==> src/hdl/bfbb_pkg.sv <==
package bfbb_pkg;

    // Ring geometry
    localparam int DEPTH = 256;
    localparam int PTR_W = $clog2(DEPTH);

    // Field widths
    localparam int HANDLE_W  = 32;
    localparam int LENGTH_W  = 16;
    localparam int COUNT_W   = 9;
    localparam int BYTES_W   = 25;
    localparam int CLIMIT_W  = 9;
    localparam int BLIMIT_W  = 24;
    localparam int CFG_IDX_W = 1;
    localparam int CFG_DAT_W = 24;

    // Ring capacity in count units
    localparam logic [COUNT_W-1:0] DEPTH_CNT = COUNT_W'(DEPTH);

    // Limit values after reset
    localparam logic [CLIMIT_W-1:0] COUNT_LIMIT_RST = 9'd256;
    localparam logic [BLIMIT_W-1:0] BYTE_LIMIT_RST  = 24'h100000;

    // Configuration register indexes
    localparam logic [CFG_IDX_W-1:0] CFG_COUNT_LIMIT = 1'd0;
    localparam logic [CFG_IDX_W-1:0] CFG_BYTE_LIMIT  = 1'd1;

    typedef enum logic [0:0] {
        OP_PUSH = 1'b0,
        OP_POP  = 1'b1
    } t_op;

    typedef enum logic [1:0] {
        ST_OK       = 2'd0,
        ST_ZERO_LEN = 2'd1,
        ST_FULL     = 2'd2,
        ST_EMPTY    = 2'd3
    } t_status;

    typedef struct packed {
        t_op                 operation;
        logic [HANDLE_W-1:0] entry_handle;
        logic [LENGTH_W-1:0] entry_length;
    } t_in_item;

    typedef struct packed {
        t_status             status;
        logic [HANDLE_W-1:0] popped_handle;
        logic [LENGTH_W-1:0] popped_length;
        logic [COUNT_W-1:0]  entries_held;
        logic [BYTES_W-1:0]  bytes_held;
    } t_out_item;

    // One stored queue entry
    typedef struct packed {
        logic [HANDLE_W-1:0] handle;
        logic [LENGTH_W-1:0] length;
    } t_entry;

    // Ring store access for one cycle
    typedef struct packed {
        logic             we;
        logic [PTR_W-1:0] waddr;
        t_entry           wdata;
        logic [PTR_W-1:0] raddr;
    } t_ring_req;

    // Advance a ring position with wrap
    function automatic logic [PTR_W-1:0] ring_next(input logic [PTR_W-1:0] pos);
        return (pos == PTR_W'(DEPTH - 1)) ? '0 : pos + 1'b1;
    endfunction

endpackage

==> src/hdl/bfbb_oreg.sv <==
module bfbb_oreg import bfbb_pkg::*; (
    input  logic      i_clk,
    input  logic      i_rst_n,
    input  logic      i_load,
    input  t_out_item i_result,
    input  logic      i_stall,
    output logic      o_valid,
    output t_out_item o_item,
    output logic      o_busy
);

    logic      r_out_valid;
    t_out_item r_out;
    logic      r_skid_valid;
    t_out_item r_skid;
    logic      take;

    assign take = r_out_valid && !i_stall;

    // Output register with one skid entry behind it
    always_ff @(posedge i_clk) begin
        if (!i_rst_n) begin
            r_out_valid  <= 1'b0;
            r_skid_valid <= 1'b0;
        end else if (take || !r_out_valid) begin
            if (r_skid_valid) begin
                r_out_valid  <= 1'b1;
                r_skid_valid <= 1'b0;
            end else begin
                r_out_valid  <= i_load;
            end
        end else if (i_load) begin
            r_skid_valid <= 1'b1;
        end
    end

    // Payload moves
    always_ff @(posedge i_clk) begin
        if (take || !r_out_valid) begin
            r_out <= r_skid_valid ? r_skid : i_result;
        end
        if (i_load && r_out_valid && !take) begin
            r_skid <= i_result;
        end
    end

    assign o_valid = r_out_valid;
    assign o_item  = r_out;
    assign o_busy  = r_skid_valid;

    a_skid_behind_out: assert property (@(posedge i_clk) disable iff (!i_rst_n)
        r_skid_valid |-> r_out_valid)
        else $error("skid entry held with empty output register");

endmodule

==> config.mk <==
export PLATFORM = sky130hd
export DESIGN_NAME = bfbb_oreg
export DESIGN_NICKNAME = d
export VERILOG_FILES = /design/src/hdl/bfbb_pkg.sv /design/src/hdl/bfbb_oreg.sv
export SDC_FILE = /design/constraint.sdc
export NUM_CORES = 1
export LEC_CHECK = 0
export BUFFER_PORTS_ARGS = -buffer_cell sky130_fd_sc_hd__clkbuf_2
export CAP_MARGIN = 15
export CELL_PAD_IN_SITES_DETAIL_PLACEMENT = 1
export CELL_PAD_IN_SITES_GLOBAL_PLACEMENT = 1
export CORE_MARGIN = 2
export CORE_UTILIZATION = 39
export CTS_CLUSTER_SIZE = 28
export DETAILED_ROUTE_END_ITERATION = 8
export PLACE_DENSITY_LB_ADDON = 0.1
export SETUP_SLACK_MARGIN = 0.3
export SYNTH_ARGS = -nofsm -noshare
export SYNTH_HDL_FRONTEND = slang
export SYNTH_SLANG_ARGS = --single-unit
export TNS_END_PERCENT = 100
==> constraint.sdc <==
create_clock -name i_clk -period 3.3 [get_ports i_clk]
set_input_delay 0.825 -clock i_clk [delete_from_list [all_inputs] [get_ports i_clk]]
set_output_delay 0.825 -clock i_clk [all_outputs]
set_load 0.005 [all_outputs]
==> reports/qor.log <==
INFO  synthesis      syn-cell-area=6140um^2
INFO  route          wl=12100um
INFO  clocking       post-cts-setup-buffers=0
INFO  route          vias_per_cell=4.62
INFO  clocking       clk_latency=420ps
INFO  setup_path     worst_setup_path_end_kind=output pin
INFO  global_route   initial_antenna_violation_count=0
INFO  setup_path     slowest_delay=820ps
INFO  global_route   grt_max_degree=52
INFO  floorplan      floorplan.io_pins=174
INFO  sta            final-hold-violation-count=0
INFO  clocking       tritoncts=yes
INFO  synthesis      ys_warn_count=0
INFO  worst_hold_path hold_path.class=reg2reg
INFO  synthesis      yosys_register_bits=170
INFO  setup_path     critical_path.max_fanout=51
INFO  pwr            design_power_total=4.66mW
INFO  flow_run       maxCapViolCount=0
INFO  pwr            peakVddDrop=0.361mV
INFO  setup_path     worst_ep_required_time=2470ps
INFO  clocking       root_buffer=sky130_fd_sc_hd__clkbuf_16
INFO  floorplan      die-height=130um
INFO  sta            timing.final.ws_setup=992ps
INFO  clocking       clk_pin_slew_worst_paths=60ps
INFO  synthesis      syn_inst=268
INFO  place          place_inst=648
INFO  layout         antenna_cells=0
INFO  place          gp_congestion=0.705
INFO  sta            setup_violations=0
INFO  place          detailedPlace.worstSlack=1080ps
INFO  synthesis      yosys_cell_types=11
INFO  sta            fin_clk_skew=5.74ps
INFO  route          detail_route.wl_per_cell=17.8um
INFO  layout         finalNetCount=544
INFO  setup_path     critPathLaunchType=register
INFO  place          dp.final_hpwl=8090um
INFO  sta            setup_tns=0ps
INFO  global_route   global_route_wire_length_before_repair=18500um
INFO  route          route.detailed.drc=0
INFO  floorplan      placementRows=45
INFO  sta            layout_min_cycle_time=2310ps
INFO  layout         area.sequential=5090um^2
INFO  floorplan      core=15300um^2
INFO  sta            worst_slew_pin_slew=719ps
INFO  layout         final_core_utilization=51.1%
INFO  setup_path     critPathArrivalTime=1480ps
INFO  place          post_dp_cell_area=7290um^2
INFO  route          drt_first_pass_iters=4
INFO  setup_path     critical_path.slowest_cell=sky130_fd_sc_hd__dfxtp_4
INFO  pwr            total_power_divided_by_cell_area=595nW/um^2
INFO  route          antenna_left=0
INFO  setup_path     critical_path.n_buffers_inverters=1
INFO  sta            timing_max_transition_violations_final=0
INFO  sta            worst_case_hold_slack=546ps
INFO  layout         area_delta_synth_final=27.4%
INFO  global_route   grt-ovfl-total=0
INFO  clocking       htreeDepth=4
INFO  route          num_vias=3144
INFO  sta            max_freq=433MHz
INFO  setup_path     worstPathCellList=clkbuf_2
INFO  clocking       numClockSinks=170
INFO  setup_path     cell_family_with_most_cp_delay=flip-flops
INFO  layout         drive_above_1_share=61.6%
INFO  layout         layoutNonFillerInstCount=680
INFO  sta            final.period_utilization=69.9%
INFO  global_route   first_global_vias=3258
INFO  clocking       cts.path.max_buffers=2
INFO  floorplan      floorplan.initialDensity=40.1%
INFO  global_route   grtUsageTotal=15.3%
INFO  floorplan      die_w=130um
INFO  place          numPortBuffers=173
INFO  floorplan      dieArea=16800um^2
INFO  synthesis      synth.yosys.seq_area_share=82.8%
INFO  clocking       cts_made_buffers=17
INFO  clocking       post_cts.resized_instances=0
INFO  route          detailedRoute.firstIterationViolations=192
INFO  synthesis      postSynthNetCount=356
INFO  synthesis      synth_area_per_cell=22.9um^2
INFO  layout         fin_area=7830um^2
INFO  status         run_status=completed
INFO  setup_path     worst-setup-path-type=reg2out
INFO  sta            maxSlewHeadroom=52.1%
INFO  layout         filler_cell_count=1479
INFO  pwr            leakage=2.99nW
INFO  sta            rsz0062_at_grt=false
INFO  layout         multi_input_comb_area=992um^2
INFO  clocking       ctsHoldBuffers=0
[worst paths after layout]
kind,startpoint,endpoint,slack [ps],cells after the start
max,o_busy,o_busy,990,1
min,r_skid[1],o_item[1],550,1
max reg2reg,o_busy,o_item[78],1380,2
min reg2reg,r_skid[1],o_item[1],550,1
[Yosys cell counts]
cell	instances	share of area, %
sky130_fd_sc_hd__dfxtp_1	2	0.65
sky130_fd_sc_hd__mux2_2	84	15
sky130_fd_sc_hd__a21boi_1	1	0.12
sky130_fd_sc_hd__buf_4	1	0.12
sky130_fd_sc_hd__buf_2	3	0.24
sky130_fd_sc_hd__buf_6	5	0.92
sky130_fd_sc_hd__nor2_1	1	0.061
sky130_fd_sc_hd__and3_1	1	0.10
sky130_fd_sc_hd__edfxtp_1	168	82
sky130_fd_sc_hd__nand2_1	1	0.061
sky130_fd_sc_hd__nor3b_2	1	0.20
[state kept, by name, indices dropped and copies added, names as in the netlist]
signal and count:
o_busy 1, o_item 84, o_valid 1, r_skid 84
[layer usage]
metal / routed length [um] / global-route usage, % / vias up
met5: 0 / 0 / -
met4: 182 / 6.45 / 0
met3: 1140 / 7.06 / 14
met2: 5750 / 23.7 / 120
met1: 5050 / 18.7 / 1554
li1: - / - / 1456
[layout by cell type, fill, tap and decap left out, types with 2 or more instances in the layout]
cell                          n
sky130_fd_sc_hd__clkinv_1     7
sky130_fd_sc_hd__clkbuf_1     2
sky130_fd_sc_hd__edfxtp_1   168
sky130_fd_sc_hd__buf_4        2
sky130_fd_sc_hd__buf_12       3
sky130_fd_sc_hd__clkinv_2     3
sky130_fd_sc_hd__clkbuf_2   173
sky130_fd_sc_hd__bufinv_16    2
sky130_fd_sc_hd__clkbuf_16   17
sky130_fd_sc_hd__mux2_2      84
[kinds of logic after synthesis]
logic type | after synthesis | share of synthesized area (%)
AOI/OAI and AO/OA | 1 | 0.122
buffers and inverters | 9 | 1.28
and+or+nand+nor | 4 | 0.428
DFF | 170 | 82.8
muxes | 84 | 15.4
[power by group]
| part | internal, mW | total (mW) | switching, mW |
|---|---|---|---|
| logic | 0.144 | 0.271 | 0.127 |
| clock network | 1.09 | 1.85 | 0.762 |
| registers | 2.50 | 2.53 | 0.0377 |
| total | 3.73 | 4.66 | 0.926 |
[area by class of cell]
class                   instances  share of cell area (%)
flip-flops and latches        170                    65.0
multi-input cells              89                    12.7
repair buffers                178                    12.0
clock buffers                  19                    5.53
well taps                     211                    3.37
clock inverters                13                    1.39
Note: power is estimated with default switching activity, not from simulation.
