`src/hdl/bfbb_pkg.sv`:
```
package bfbb_pkg;

    // Ring geometry
    localparam int DEPTH = 256;
    localparam int PTR_W = $clog2(DEPTH);

    // Field widths
    localparam int HANDLE_W  = 32;
    localparam int LENGTH_W  = 16;
    localparam int COUNT_W   = 9;
    localparam int BYTES_W   = 25;
    localparam int CLIMIT_W  = 9;
    localparam int BLIMIT_W  = 24;
    localparam int CFG_IDX_W = 1;
    localparam int CFG_DAT_W = 24;

    // Ring capacity in count units
    localparam logic [COUNT_W-1:0] DEPTH_CNT = COUNT_W'(DEPTH);

    // Limit values after reset
    localparam logic [CLIMIT_W-1:0] COUNT_LIMIT_RST = 9'd256;
    localparam logic [BLIMIT_W-1:0] BYTE_LIMIT_RST  = 24'h100000;

    // Configuration register indexes
    localparam logic [CFG_IDX_W-1:0] CFG_COUNT_LIMIT = 1'd0;
    localparam logic [CFG_IDX_W-1:0] CFG_BYTE_LIMIT  = 1'd1;

    typedef enum logic [0:0] {
        OP_PUSH = 1'b0,
        OP_POP  = 1'b1
    } t_op;

    typedef enum logic [1:0] {
        ST_OK       = 2'd0,
        ST_ZERO_LEN = 2'd1,
        ST_FULL     = 2'd2,
        ST_EMPTY    = 2'd3
    } t_status;

    typedef struct packed {
        t_op                 operation;
        logic [HANDLE_W-1:0] entry_handle;
        logic [LENGTH_W-1:0] entry_length;
    } t_in_item;

    typedef struct packed {
        t_status             status;
        logic [HANDLE_W-1:0] popped_handle;
        logic [LENGTH_W-1:0] popped_length;
        logic [COUNT_W-1:0]  entries_held;
        logic [BYTES_W-1:0]  bytes_held;
    } t_out_item;

    // One stored queue entry
    typedef struct packed {
        logic [HANDLE_W-1:0] handle;
        logic [LENGTH_W-1:0] length;
    } t_entry;

    // Ring store access for one cycle
    typedef struct packed {
        logic             we;
        logic [PTR_W-1:0] waddr;
        t_entry           wdata;
        logic [PTR_W-1:0] raddr;
    } t_ring_req;

    // Advance a ring position with wrap
    function automatic logic [PTR_W-1:0] ring_next(input logic [PTR_W-1:0] pos);
        return (pos == PTR_W'(DEPTH - 1)) ? '0 : pos + 1'b1;
    endfunction

endpackage

```
`src/hdl/bfbb_adm.sv`:
```
module bfbb_adm import bfbb_pkg::*; (
    input  logic                 i_clk,
    input  logic                 i_rst_n,
    input  logic                 i_go,
    input  t_in_item             i_item,
    input  logic                 i_cfg_we,
    input  logic [CFG_IDX_W-1:0] i_cfg_index,
    input  logic [CFG_DAT_W-1:0] i_cfg_data,
    input  t_entry               i_front,
    output t_ring_req            o_ring_req,
    output t_out_item            o_result
);

    logic [CLIMIT_W-1:0] r_count_limit;
    logic [BLIMIT_W-1:0] r_byte_limit;
    logic [PTR_W-1:0]    r_head;
    logic [PTR_W-1:0]    r_tail;
    logic [COUNT_W-1:0]  r_count;
    logic [BYTES_W-1:0]  r_bytes;

    logic [PTR_W-1:0]    n_head;
    logic [PTR_W-1:0]    n_tail;
    logic [COUNT_W-1:0]  n_count;
    logic [BYTES_W-1:0]  n_bytes;

    logic                is_pop;
    logic                full;
    logic                push_ok;
    logic                pop_ok;
    t_status             status;

    // Admission checks against the state before this transaction
    always_comb begin
        is_pop  = (i_item.operation == OP_POP);
        full    = (r_count >= r_count_limit)
               || (r_bytes >= {1'b0, r_byte_limit})
               || (r_count >= DEPTH_CNT);
        push_ok = !is_pop && (i_item.entry_length != '0) && !full;
        pop_ok  = is_pop && (r_count != '0);

        if (is_pop) begin
            status = pop_ok ? ST_OK : ST_EMPTY;
        end else if (i_item.entry_length == '0) begin
            status = ST_ZERO_LEN;
        end else if (full) begin
            status = ST_FULL;
        end else begin
            status = ST_OK;
        end
    end

    // Next occupancy and ring positions
    always_comb begin
        n_head  = r_head;
        n_tail  = r_tail;
        n_count = r_count;
        n_bytes = r_bytes;
        if (push_ok) begin
            n_tail  = ring_next(r_tail);
            n_count = r_count + 1'b1;
            n_bytes = r_bytes + BYTES_W'(i_item.entry_length);
        end else if (pop_ok) begin
            n_head  = ring_next(r_head);
            n_count = r_count - 1'b1;
            n_bytes = r_bytes - BYTES_W'(i_front.length);
        end
    end

    // Ring access: write on accepted push, read ahead of the head
    always_comb begin
        o_ring_req.we           = i_go && push_ok;
        o_ring_req.waddr        = r_tail;
        o_ring_req.wdata.handle = i_item.entry_handle;
        o_ring_req.wdata.length = i_item.entry_length;
        o_ring_req.raddr        = i_go ? n_head : r_head;
    end

    // Result of this transaction
    always_comb begin
        o_result.status        = status;
        o_result.popped_handle = pop_ok ? i_front.handle : '0;
        o_result.popped_length = pop_ok ? i_front.length : '0;
        o_result.entries_held  = n_count;
        o_result.bytes_held    = n_bytes;
    end

    // Hold queue state and limits
    always_ff @(posedge i_clk) begin
        if (!i_rst_n) begin
            r_count_limit <= COUNT_LIMIT_RST;
            r_byte_limit  <= BYTE_LIMIT_RST;
            r_head        <= '0;
            r_tail        <= '0;
            r_count       <= '0;
            r_bytes       <= '0;
        end else begin
            if (i_cfg_we) begin
                unique case (i_cfg_index)
                    CFG_COUNT_LIMIT: r_count_limit <= i_cfg_data[CLIMIT_W-1:0];
                    CFG_BYTE_LIMIT:  r_byte_limit  <= i_cfg_data[BLIMIT_W-1:0];
                    default: ;
                endcase
            end
            if (i_go) begin
                r_head  <= n_head;
                r_tail  <= n_tail;
                r_count <= n_count;
                r_bytes <= n_bytes;
            end
        end
    end

    a_count_in_ring: assert property (@(posedge i_clk) disable iff (!i_rst_n)
        r_count <= DEPTH_CNT)
        else $error("entry count beyond ring capacity");

    a_empty_no_bytes: assert property (@(posedge i_clk) disable iff (!i_rst_n)
        (r_count == '0) |-> (r_bytes == '0))
        else $error("byte total left over on empty queue");

    a_push_counts: assert property (@(posedge i_clk) disable iff (!i_rst_n)
        (i_go && push_ok) |=> (r_count == $past(r_count) + 1'b1)
                           && (r_tail == ring_next($past(r_tail))))
        else $error("accepted push did not advance count and tail");

endmodule

```
`config.mk`:
```
export PLATFORM = sky130hd
export DESIGN_NAME = bfbb_adm
export DESIGN_NICKNAME = d
export VERILOG_FILES = /design/src/hdl/bfbb_pkg.sv /design/src/hdl/bfbb_adm.sv
export SDC_FILE = /design/constraint.sdc
export NUM_CORES = 1
export LEC_CHECK = 0
export BUFFER_PORTS_ARGS = -buffer_cell sky130_fd_sc_hd__buf_4
export CAP_MARGIN = 10
export CORE_UTILIZATION = 46
export DETAILED_ROUTE_END_ITERATION = 12
export GPL_TIMING_DRIVEN = 1
export HOLD_SLACK_MARGIN = 0.1
export PLACE_DENSITY = 0.81
export SLEW_MARGIN = 0
export SYNTH_ARGS = -nofsm -noshare
export SYNTH_HDL_FRONTEND = slang
export SYNTH_SLANG_ARGS = --single-unit
export TNS_END_PERCENT = 100
```
`constraint.sdc`:
```
create_clock -name i_clk -period 3.1 [get_ports i_clk]
set_input_delay 0.465 -clock i_clk [delete_from_list [all_inputs] [get_ports i_clk]]
set_output_delay 0.465 -clock i_clk [all_outputs]
set_load 0.02 [all_outputs]
```
==> impl_results.md <==
* Setup slack after placement at -0.262 ns
* Outcome: finished with violations
* Max frequency at approximately 260 MHz
* Internal Power at around 7 mW
* Period utilization at 125%
* Leading cell type in the layout, fill and taps excluded: sky130_fd_sc_hd__buf_4
* Final wirelength at roughly 42 mm
* Multi-input combinational cell area at just over 6000 sq um
* Placement Rows at 45
* Worst min path class: primary input to register
* Number of buffers inserted during clock tree synthesis at 9
* Start point of the critical path: r_bytes[1]
* Most used flip-flop cell after synthesis: sky130_fd_sc_hd__dfxtp_1
* Clock slew seen by the registers of the worst setup and hold paths at 0.07 ns
* Data required, critical path at 2.63 ns
* Register-to-Register Path Depth at 13
* WL/cell at around 26 um
* Initial drt markers at 2035
* Synthesized Nets at 1212
* Storage cell area at 1680 sq um
* First-pass GRT wire length at 46.0 mm
* Crit start category: register
* Initial antenna violation count at 1
* Synthesis-stage register bit count at 83
* RSZ-0062 raised after global routing: true
* Cell with the biggest individual delay on the critical path: sky130_fd_sc_hd__dfxtp_2
* # setup viols final at ~110
* Worst r2r src: r_byte_limit[23]
* Logic pwr share at around four fifths
* Number of library cell types mapped by synthesis at approximately 70
* Biggest area consumer among synthesized cells: sky130_fd_sc_hd__dfxtp_1
* Fraction of layout cells with a size suffix above 1 at between 40% and 50%
* Number of vias per cell after detailed routing at between 6 and 7
* Share of flip-flops with an asynchronous set or reset at 0%
* Hold_ws at around 0.35 ns
* Synth top area cells: sky130_fd_sc_hd__dfxtp_1 22%, sky130_fd_sc_hd__ha_1 12%, sky130_fd_sc_hd__nand2_1 6.3%
* Proportion of synthesized chip area in sequential cells at about 22%
* Bufs on Longest Clock Path at 2
* Count of maximum capacitance violations at 0
* Cells traversed along the worst timing path: inv_1 -> buf_4 -> fa_2 -> nor2b_2 -> o31a_1 -> o22a_1 -> a21oi_1 -> buf_4 -> o21bai_1 -> xor2_1 -> o21a_1 -> buf_6
* Leakage at between 5 and 6 nW
* Ports at about 280
* Library cell appearing most often on the critical path: sky130_fd_sc_hd__buf_4
* Clock net sink count at 83
* Violations in the final reports: setup timing
* Layout Nets at ~1600
* Global placer's final weighted congestion at between 0.9 and 1
* Post-synthesis instance area at about 7400 sq um
* Number of max-slew violations in the final report at 0
* Detail Placement HPWL at ~19 mm
* Area fraction of the dominant cell type after synthesis at ~22%
* Switching Fraction at 47.9%
* Minimum setup slack in the final design at -0.783 ns
* Relative max-transition margin at a little under two fifths
* DRC violation count after routing at 0
* Total die area at approximately 17000 sq um
* Number of synthesized flops with an enable pin at 0
* PwrDens at 1080 nW/um^2
* Largest fanout of any net on the critical path at 5
* FILL cells at approximately 790
* Clk_lat worst skew at roughly 0.36 ns
* Cell family with most CP delay: compound AO/OA/AOI/OAI gates
* X dimension of the die at approximately 130 um
* Number of buffers added to fix hold violations after cts at 0
* Crit. path cell count at 12
* Worst Max-Slew Pin Slew at 0.925 ns
* Initial Utilization at between 40 and 50%
* Total routing usage reported by global routing at 35.4%
* Number of nets still failing antenna checks after routing at 0
* Sequential fraction of design power at roughly 11%
* Global-route congestion overflow total at 0
* Vias after detailed routing at between 10000 and 15000
* Post-Route Skew at 0.00902 ns
* Post-layout power at approximately 13 mW
* Mean cell area of the mapped netlist at around 7.3 sq um
* Diodes inserted at 0
* Area of the core at between 15000 and 20000 sq um
* End of the critical path: o_result[14]
* Die Span Y at between 100 and 150 um
* Via count of the first global-routing pass at 8991
* Worst reg-to-reg setup slack at -0.21 ns
* Type of the worst setup path: register to output pin
* Net Sw Power at 6.43 mW
* Final count of hold timing violations at 0
* First-pass DRT Iterations at 11
* Data arrival time of the worst path at 3.42 ns
* CP endpoint kind: output pin
* Yosys warns at 0
* Number of buffers and inverters on the critical path at 4
* Master cell of the clock root buffer: sky130_fd_sc_hd__clkbuf_16
* Clock Power Share at a little under 9%
* Stage delay of the slowest cell on the critical path at 0.40 ns
* Max rail drop VDD at approximately 0.65 mV
* Top library cells by usage in the layout, fill and taps aside: 312 x sky130_fd_sc_hd__buf_4, 113 x sky130_fd_sc_hd__nand2_1, 101 x sky130_fd_sc_hd__buf_6, 79 x sky130_fd_sc_hd__a21oi_1, 70 x sky130_fd_sc_hd__dfxtp_1
* Pin count of the biggest net entering global routing at 55
* Signed area change from the synthesized netlist to the final layout at 67.9%
* CTS H-tree lvls at 3
* Number of port buffers at 210
* CTS tree: done
* Shortest period the worst path allows at 3.88 ns
* Post-synthesis cell count at around 1000
* Reg2Reg Capture Point: r_tail[7]
==> power groups by stage <==
stage	combinational, mW	sequential (mW)	clock [mW]
global route	11.1	1.47	1.18
detailed placement	6.63	1.42	0
CTS	8.43	1.41	1.14
floorplan	3.75	1.42	0
finish	10.8	1.48	1.16
global placement	6.50	1.41	0
==> sequential cells by signal, summed over array words and instances, names as in the netlist <==
register and flops:
r_bytes 25, r_byte_limit 24, r_count 9, r_count_limit 9
r_head 8, r_tail 8
==> synth_stat cells, types with 4 or more instances <==
master                      count
sky130_fd_sc_hd__nand4_1       17
sky130_fd_sc_hd__nand2_1      125
sky130_fd_sc_hd__mux2_2         6
sky130_fd_sc_hd__mux2i_1        7
sky130_fd_sc_hd__o311ai_0       5
sky130_fd_sc_hd__a211oi_1       8
sky130_fd_sc_hd__o2111ai_1      4
sky130_fd_sc_hd__o211ai_1      10
sky130_fd_sc_hd__xnor2_1       28
sky130_fd_sc_hd__o21ai_0       54
sky130_fd_sc_hd__or3_1         16
sky130_fd_sc_hd__inv_1         65
sky130_fd_sc_hd__nor2_1        70
sky130_fd_sc_hd__nor3_1        12
sky130_fd_sc_hd__clkbuf_1      38
sky130_fd_sc_hd__and2_1        51
sky130_fd_sc_hd__a21oi_1       92
sky130_fd_sc_hd__a41oi_1        4
sky130_fd_sc_hd__buf_2          8
sky130_fd_sc_hd__o21a_1        12
sky130_fd_sc_hd__nand2b_1       8
sky130_fd_sc_hd__and3_1        14
sky130_fd_sc_hd__nor2b_1        9
sky130_fd_sc_hd__o21ba_2        5
sky130_fd_sc_hd__nor4_1        10
sky130_fd_sc_hd__a21o_1         6
sky130_fd_sc_hd__ha_1          69
sky130_fd_sc_hd__dfxtp_1       83
sky130_fd_sc_hd__xor2_1        17
sky130_fd_sc_hd__a31oi_1       11
sky130_fd_sc_hd__or4_1          6
sky130_fd_sc_hd__nand3_1       34
sky130_fd_sc_hd__o31ai_1        7
sky130_fd_sc_hd__a21boi_0       4
sky130_fd_sc_hd__buf_4         48
==> final cells by class <==
| cell class | instances | area share, % |
|---|---|---|
| clock buffer | 9 | 1.81 |
| clock inverter | 7 | 0.655 |
| inverter | 66 | 2.02 |
| multi-input combinational | 768 | 48.9 |
| sequential | 83 | 13.5 |
| tap | 211 | 2.13 |
| timing repair buffer | 431 | 31.0 |
==> how the worst min path moves through the flow <==
stage / startpoint / endpoint / cells after the start / slack (ns)
2_1_floorplan: r_byte_limit[10] / r_byte_limit[10] / 2 / 0.44
3_3_place_gp: r_byte_limit[10] / r_byte_limit[10] / 2 / 0.44
3_5_place_dp: r_byte_limit[21] / r_byte_limit[21] / 2 / 0.45
4_1_cts: i_cfg_data[10] / r_byte_limit[10] / 3 / 0.35
5_1_grt: i_cfg_data[9] / r_byte_limit[9] / 3 / 0.35
6_report: i_cfg_data[20] / r_byte_limit[20] / 3 / 0.35
==> worst reg2reg max path, cell delays in order, from the launching register on <==
cell and delay (ns):
sky130_fd_sc_hd__dfxtp_2 0.37, sky130_fd_sc_hd__inv_2 0.07, sky130_fd_sc_hd__ha_2 0.19, sky130_fd_sc_hd__or4_4 0.43, sky130_fd_sc_hd__a221o_1 0.29, sky130_fd_sc_hd__a211oi_2 0.22
sky130_fd_sc_hd__o21ai_2 0.11, sky130_fd_sc_hd__buf_6 0.13, sky130_fd_sc_hd__nor3_4 0.22, sky130_fd_sc_hd__buf_6 0.18, sky130_fd_sc_hd__buf_4 0.19, sky130_fd_sc_hd__nand2_8 0.08
sky130_fd_sc_hd__or4_1 0.55, sky130_fd_sc_hd__a21oi_1 0.19
==> metal layers <==
layer / vias to the layer above / wire length, um / track usage, %
met2: 1239 / 16900 / 56.2
met1: 4905 / 13400 / 44.3
met3: 528 / 6640 / 8.86
li1: 4213 / - / -
met4: 4 / 4470 / 18.8
met5: - / 83 / 0
==> what timing repair did <==
action / 4_1_cts / 5_1_grt
setup endpoints to repair: 82 / 97
resized for setup: 220 / 167
buffers inserted: 28 / 38
pin swaps: 50 / 70
cloned: 6 / 1
==> cell families (layout without fill, tap and decap cells) <==
kind of cell             count (synthesis)  after routing  synth area share [%]
AND/OR/NAND/NOR                        384            384                  25.5
AO/OA/AOI/OAI                          255            255                  21.7
buffers and inverters                  164            513                  11.0
flip-flops                              83             83                  22.5
adder cells (fa/ha/maj)                 71             71                  12.2
XOR/XNOR                                45             45                  5.33
multiplexers                            13             13                  1.86
==> metrics by stage <==
stage	setup TNS (ns)	cell area [sq um]	utilization (%)	cells
after floorplan	-0.0457	7470	-	1015
after global placement	-4.11	9970	64.6	1495
after detailed placement	-4.62	9970	64.6	1495
after CTS	-14.19	11500	74.6	1545
after global routing	-32.71	12400	80.5	1575
final	-28.72	12400	80.5	1575
(Power assumes the default switching activity.)
